$ cat src/rtl/stl_pkg.sv
// ----------------------------------------------------------------------------
// stl_pkg
// Types, token codes, command/status bundles and lookup functions shared by
// the source text lexer modules.
// ----------------------------------------------------------------------------
package stl_pkg;

   localparam int MAX_SYMBOLS_DEF    = 64;
   localparam int MAX_NAME_CHARS_DEF = 16;
   localparam int LEN_SAT            = 4095;
   localparam int COL_SAT            = 4095;
   localparam int KW_COUNT           = 35;
   localparam int KW_CHARS           = 9;

   typedef logic signed [6:0] tok_code_type;
   typedef logic [2:0]        err_code_type;

   localparam tok_code_type TK_INVALID = -7'sd1;
   localparam tok_code_type TK_END     = 7'sd0;
   localparam tok_code_type TK_ID      = 7'sd36;
   localparam tok_code_type TK_NUMBER  = 7'sd37;
   localparam tok_code_type TK_STRING  = 7'sd38;
   localparam tok_code_type TK_LPAREN  = 7'sd39;
   localparam tok_code_type TK_RPAREN  = 7'sd40;
   localparam tok_code_type TK_STAR    = 7'sd41;
   localparam tok_code_type TK_REMARK  = 7'sd42;
   localparam tok_code_type TK_PLUS    = 7'sd43;
   localparam tok_code_type TK_COMMA   = 7'sd44;
   localparam tok_code_type TK_MINUS   = 7'sd45;
   localparam tok_code_type TK_PERIOD  = 7'sd46;
   localparam tok_code_type TK_RANGE   = 7'sd47;
   localparam tok_code_type TK_SLASH   = 7'sd48;
   localparam tok_code_type TK_COLON   = 7'sd50;
   localparam tok_code_type TK_ASSIGN  = 7'sd51;
   localparam tok_code_type TK_SEMI    = 7'sd52;
   localparam tok_code_type TK_LT      = 7'sd53;
   localparam tok_code_type TK_LE      = 7'sd54;
   localparam tok_code_type TK_NE      = 7'sd55;
   localparam tok_code_type TK_EQ      = 7'sd56;
   localparam tok_code_type TK_GT      = 7'sd57;
   localparam tok_code_type TK_GE      = 7'sd58;
   localparam tok_code_type TK_LBRACK  = 7'sd59;
   localparam tok_code_type TK_RBRACK  = 7'sd60;

   localparam err_code_type ERR_NONE      = 3'd0;
   localparam err_code_type ERR_CHAR      = 3'd1;
   localparam err_code_type ERR_QUOTE     = 3'd2;
   localparam err_code_type ERR_REM_OPEN  = 3'd3;
   localparam err_code_type ERR_REM_SLASH = 3'd4;
   localparam err_code_type ERR_NUMBER    = 3'd5;

   localparam logic [7:0] CH_NUL   = 8'd0;
   localparam logic [7:0] CH_TAB   = 8'd9;
   localparam logic [7:0] CH_LF    = 8'd10;
   localparam logic [7:0] CH_SPACE = 8'd32;

   typedef enum logic [3:0] {
      LX_START, LX_COLON, LX_NUMBER, LX_WORD, LX_STRING, LX_SLASH,
      LX_REMARK, LX_REMARK_STAR, LX_GREATER, LX_LESS, LX_PERIOD
   } lex_state_type;

   typedef enum logic [2:0] {
      C_IDLE, C_PASS, C_KWD, C_RD, C_CMP, C_MISS, C_FIN, C_DONE
   } ctl_state_type;

   typedef struct packed {
      logic load_char;
      logic pass_en;
      logic kw_en;
      logic idx_clr;
      logic idx_inc;
      logic rd_en;
      logic sym_hit;
      logic sym_new;
      logic sym_full;
      logic fin_en;
      logic held_load;
      logic held_clr;
      logic push_out;
      logic push_last;
   } stl_cmd_type;

   typedef struct packed {
      logic done;
      logic again_now;
      logic again;
      logic sym_type;
      logic count_zero;
      logic hit;
      logic idx_last;
      logic room;
      logic emit;
      logic held_valid;
      logic out_free;
   } stl_stat_type;

   localparam logic [8*KW_CHARS-1:0] KW_TEXT [KW_COUNT] = '{
      72'("and"), 72'("array"), 72'("begin"), 72'("bool"), 72'("call"),
      72'("case"), 72'("char"), 72'("constant"), 72'("dim"), 72'("do"),
      72'("else"), 72'("end"), 72'("false"), 72'("for"), 72'("if"),
      72'("input"), 72'("integer"), 72'("not"), 72'("of"), 72'("or"),
      72'("output"), 72'("procedure"), 72'("program"), 72'("read"),
      72'("real"), 72'("repeat"), 72'("set"), 72'("stop"), 72'("then"),
      72'("to"), 72'("true"), 72'("until"), 72'("var"), 72'("while"),
      72'("write")
   };

   localparam logic [3:0] KW_LEN [KW_COUNT] = '{
      4'd3, 4'd5, 4'd5, 4'd4, 4'd4, 4'd4, 4'd4, 4'd8, 4'd3, 4'd2,
      4'd4, 4'd3, 4'd5, 4'd3, 4'd2, 4'd5, 4'd7, 4'd3, 4'd2, 4'd2,
      4'd6, 4'd9, 4'd7, 4'd4, 4'd4, 4'd6, 4'd3, 4'd4, 4'd4, 4'd2,
      4'd4, 4'd5, 4'd3, 4'd5, 4'd5
   };

   function automatic tok_code_type single_code(input logic [7:0] c);
      tok_code_type code;
      case (c)
         8'h28:   code = TK_LPAREN;
         8'h29:   code = TK_RPAREN;
         8'h2A:   code = TK_STAR;
         8'h2B:   code = TK_PLUS;
         8'h2C:   code = TK_COMMA;
         8'h2D:   code = TK_MINUS;
         8'h3B:   code = TK_SEMI;
         8'h3D:   code = TK_EQ;
         8'h5B:   code = TK_LBRACK;
         8'h5D:   code = TK_RBRACK;
         default: code = TK_INVALID;
      endcase
      return code;
   endfunction

   // t holds the first text byte in its low byte
   function automatic tok_code_type word_code(input logic [8*KW_CHARS-1:0] t,
                                              input logic [11:0] n);
      logic [8*KW_CHARS-1:0] cand;
      tok_code_type          code;
      cand = '0;
      code = TK_ID;
      if (n <= 12'(KW_CHARS)) begin
         for (int i = 0; i < KW_CHARS; i++) begin
            if (12'(i) < n) cand[8*(int'(n)-1-i) +: 8] = t[8*i +: 8];
         end
         for (int k = 0; k < KW_COUNT; k++) begin
            if (12'(KW_LEN[k]) == n && cand == KW_TEXT[k]) code = 7'(k + 1);
         end
      end
      return code;
   endfunction

endpackage

$ cat src/rtl/stl_ctrl.sv
// ----------------------------------------------------------------------------
// stl_ctrl
// Sequencer: runs up to two passes per character, keyword lookup, symbol
// table search and result hand-off.
// ----------------------------------------------------------------------------
module stl_ctrl
   import stl_pkg::*;
(
   input  logic         clock,
   input  logic         reset,
   input  logic         req_valid,
   output logic         req_ready,
   input  stl_stat_type stat,
   output stl_cmd_type  cmd
);

   ctl_state_type state_ff, state_in;
   logic          pass_ff, pass_in;

   always_ff @(posedge clock) begin
      if (reset) begin
         state_ff <= C_IDLE;
         pass_ff  <= 1'b0;
      end else begin
         state_ff <= state_in;
         pass_ff  <= pass_in;
      end
   end

   always_comb begin
      state_in  = state_ff;
      pass_in   = pass_ff;
      cmd       = '0;
      req_ready = 1'b0;
      case (state_ff)
         C_IDLE: begin
            req_ready = 1'b1;
            if (req_valid) begin
               cmd.load_char = 1'b1;
               pass_in       = 1'b0;
               state_in      = C_PASS;
            end
         end
         C_PASS: begin
            cmd.pass_en = 1'b1;
            if (stat.done) begin
               state_in = C_KWD;
            end else if (stat.again_now && !pass_ff) begin
               pass_in = 1'b1;
            end else begin
               state_in = C_DONE;
            end
         end
         C_KWD: begin
            cmd.kw_en = 1'b1;
            if (!stat.sym_type) begin
               state_in = C_FIN;
            end else if (stat.count_zero) begin
               state_in = C_MISS;
            end else begin
               cmd.idx_clr = 1'b1;
               state_in    = C_RD;
            end
         end
         C_RD: begin
            cmd.rd_en = 1'b1;
            state_in  = C_CMP;
         end
         C_CMP: begin
            if (stat.hit) begin
               cmd.sym_hit = 1'b1;
               state_in    = C_FIN;
            end else if (stat.idx_last) begin
               state_in = C_MISS;
            end else begin
               cmd.idx_inc = 1'b1;
               state_in    = C_RD;
            end
         end
         C_MISS: begin
            if (stat.room) cmd.sym_new = 1'b1;
            else           cmd.sym_full = 1'b1;
            state_in = C_FIN;
         end
         C_FIN: begin
            if (!stat.emit || !stat.held_valid || stat.out_free) begin
               cmd.fin_en = 1'b1;
               if (stat.emit) begin
                  cmd.held_load = 1'b1;
                  cmd.push_out  = stat.held_valid;
               end
               if (stat.again && !pass_ff) begin
                  pass_in  = 1'b1;
                  state_in = C_PASS;
               end else begin
                  state_in = C_DONE;
               end
            end
         end
         C_DONE: begin
            if (!stat.held_valid) begin
               state_in = C_IDLE;
            end else if (stat.out_free) begin
               cmd.push_out  = 1'b1;
               cmd.push_last = 1'b1;
               cmd.held_clr  = 1'b1;
               state_in      = C_IDLE;
            end
         end
         default: state_in = C_IDLE;
      endcase
   end

endmodule

$ cat config.mk
export PLATFORM = sky130hd
export DESIGN_NAME = stl_ctrl
export DESIGN_NICKNAME = d
export VERILOG_FILES = /design/src/rtl/stl_pkg.sv /design/src/rtl/stl_ctrl.sv
export SDC_FILE = /design/constraint.sdc
export NUM_CORES = 1
export LEC_CHECK = 0
export BUFFER_PORTS_ARGS = -buffer_cell sky130_fd_sc_hd__buf_2
export CORE_AREA = 3 3 40 42
export DETAILED_ROUTE_END_ITERATION = 8
export DIE_AREA = 0 0 43 45
export GPL_ROUTABILITY_DRIVEN = 1
export PLACE_DENSITY = 0.73
export SETUP_SLACK_MARGIN = 0.05
export SLEW_MARGIN = 40
export SYNTH_ARGS = -nofsm -noshare
export SYNTH_HDL_FRONTEND = slang
export SYNTH_SLANG_ARGS = --single-unit
$ cat constraint.sdc
create_clock -name clock -period 1.35 [get_ports clock]
set_input_delay 0.135 -clock clock [delete_from_list [all_inputs] [get_ports clock]]
set_output_delay 0.135 -clock clock [all_outputs]
set_load 0.02 [all_outputs]
==> metrics <==
Post-synth ARST share=0%; Worst Hold Launch=reset; Core Region=1280 um2; Synth top area share=18.7%; Hold Fails Final Rpt=0; largest net degree at the start of global routing=13; achievable clock frequency=712 MHz; Min Clock Period, post-route=1.40 ns; Reg-to-Reg End=state_ff[2]; Lkg Pwr=0.425 nW; Syn Nets=75; Reg clk slew, reported paths=0.04 ns; critical path class=flop to primary output; CTS tree=yes; Routed Antenna Nets=0; FP Rows=13; Mean Syn Cell Area=7.04 um2; Post-Syn Area=429 um2; DR vias=636; drt total wl=1570 um; dpl cells=107; I/O pin count=29; ys flop type=dfxtp_1; Routability Congestion=0.818; sequential-to-total area share from yosys stat=18.7%; clock skew=0.00408 ns; worst-margin pin slew=0.304 ns; H-Tree Depth=1; die area=1940 um2; number of max-cap violations=0; Synth Warn #=0; Endpoint, Worst Hold=pass_ff; normalized max-slew margin=79.7%; port buffer count=28; setup slack, reg-to-reg=0.07 ns; critical path data required time=1.22 ns; Residual DRC=0; Final period util=104%; Worst VDD drop=0.000476 V; Die Ht=45 um; drt wl/cell=13.1 um; post-route non-filler standard cell count=120; top post-synthesis cells by count=inv_1, nor2_1, nand2b_1; initial antenna violation count=0; clock root buffer=clkbuf_4; Critical R2R Launch=state_ff[1]; worst setup margin=-0.0547 ns; gr usage total=17.5%; Gate Count Post-Synth=61; Clock Latency Late Sink=0.24 ns; Starting Density=33.4%; PwrDens=642 nW/um2; Distinct cells, synth=30; Post-synth EDFFs=0; unrepaired setup endpoints after global routing=yes; max-slew violation count=0; first-pass GRT wire length=2490 um; share of layout cells above drive strength 1=70.5%; Clock Tree Buf Depth=2; nets=121; failing checks=negative setup slack; estimated wirelength of the detail-placed design=1050 um; CTS Buf Count=3; DRT iter0 DRCs=4; depth of the worst register-to-register path=6; critical path fanouts, max=6; Hold Buf Count CTS=0; drt pass-1 iters=4; Syn-to-layout area delta=111%; Hold Path Class=input port to flop; CTS sink cnt=4; GR Overflow Total=0; largest area contributor in the netlist=dfxtp_1; vias in the first global route=636; vias per std cell=5.30; ant diodes=0; ranking of synthesized cells by area=dfxtp_1, nand2b_1, nor3b_1; Filler cells=103; post-place setup slack=-0.0185 ns; outcome=finished with violations; hold depth=2; crit start category=flop; die width=43 um; final setup fails=2; Yosys reg bits=4; CP arrival=1.27 ns; Worst setup EP type=primary output
-- kinds of logic after synthesis --
kind of cell	synth area share (%)
AOI/OAI and AO/OA	29.2
buffers and inverters	10.5
DFF	18.7
and+or+nand+nor	41.7
-- placed cells by master, fill, tap and decap left out, types with 2 or more instances in the layout --
cell | Yosys | final
or3b_4 | 1 | 2
a22oi_1 | 2 | 2
o21ai_1 | 1 | 2
o211ai_1 | 2 | 2
dfxtp_4 | 0 | 3
nand2b_4 | 0 | 2
nand2_1 | 3 | 2
buf_4 | 1 | 22
a21oi_1 | 4 | 3
buf_2 | 3 | 15
nor2_1 | 6 | 2
inv_1 | 6 | 3
inv_2 | 0 | 2
buf_6 | 0 | 8
nor2_2 | 0 | 2
nor2_4 | 0 | 2
nor3b_2 | 0 | 4
clkbuf_4 | 0 | 3
nand2b_1 | 5 | 3
-- critical path: stages (launching register included) --
cell	delay, ns
dfxtp_4	0.38
inv_4	0.04
or3_4	0.39
nor2_4	0.10
buf_6	0.12
-- flip-flops by register name, indices dropped and copies added, names as in the netlist --
signal	cells
pass_ff	1
state_ff	3
-- per-layer routing --
| metal | wire, um | global-route usage, % |
|---|---|---|
| met5 | 0 | 0 |
| met1 | 577 | 18.0 |
| met3 | 91 | 3.19 |
| met2 | 865 | 30.2 |
| met4 | 40 | 16.3 |
-- power breakdown --
group,total [mW],switching [mW],internal (mW),leakage (nW)
combinational,0.290,0.134,0.157,0.377
sequential,0.142,0.0150,0.127,0.0348
clock,0.150,0.0502,0.0995,0.0138
total,0.581,0.199,0.383,0.425
-- worst max path at each step --
stage | start | end | slack (ns) | cells after the start
final | state_ff[1] | cmd[10] | -0.05 | 4
after global routing | state_ff[1] | cmd[10] | -0.10 | 4
after CTS | state_ff[1] | cmd[10] | -0.05 | 4
after detailed placement | state_ff[0] | state_ff[1] | -0.02 | 4
after global placement | state_ff[2] | pass_ff | 0.04 | 4
after floorplan | state_ff[1] | cmd[2] | -0.04 | 4
-- through the flow --
stage / area [um2] / power [mW] / util, % / TNS (ns) / hold WS, ns
2_1_floorplan: 440 / 0.250 / - / -0.0797 / 0.207
3_3_place_gp: 629 / 0.322 / 49.0 / 0 / 0.345
3_5_place_dp: 629 / 0.326 / 49.0 / -0.0185 / 0.353
4_1_cts: 810 / 0.529 / 63.0 / -0.142 / 0.105
5_1_grt: 906 / 0.623 / 70.5 / -0.428 / 0.123
6_report: 906 / 0.581 / 70.5 / -0.0637 / 0.121
-- timing repair --
action | 4_1_cts | 5_1_grt
gates resized for setup | 31 | 24
pin swaps | 6 | 10
endpoints found under the setup margin | 19 | 18
buffers inserted | 8 | 2
-- area by class of cell --
type / instances / area [um2] / area share (%)
Inverter: 6 / 25.0 / 2.76
Clock buffer: 3 / 22.5 / 2.49
Timing Repair Buffer: 45 / 330 / 36.5
Multi-Input combinational cell: 47 / 418 / 46.1
Tap cell: 15 / 18.8 / 2.07
Sequential cell: 4 / 91.3 / 10.1
(Power assumes the default switching activity.)
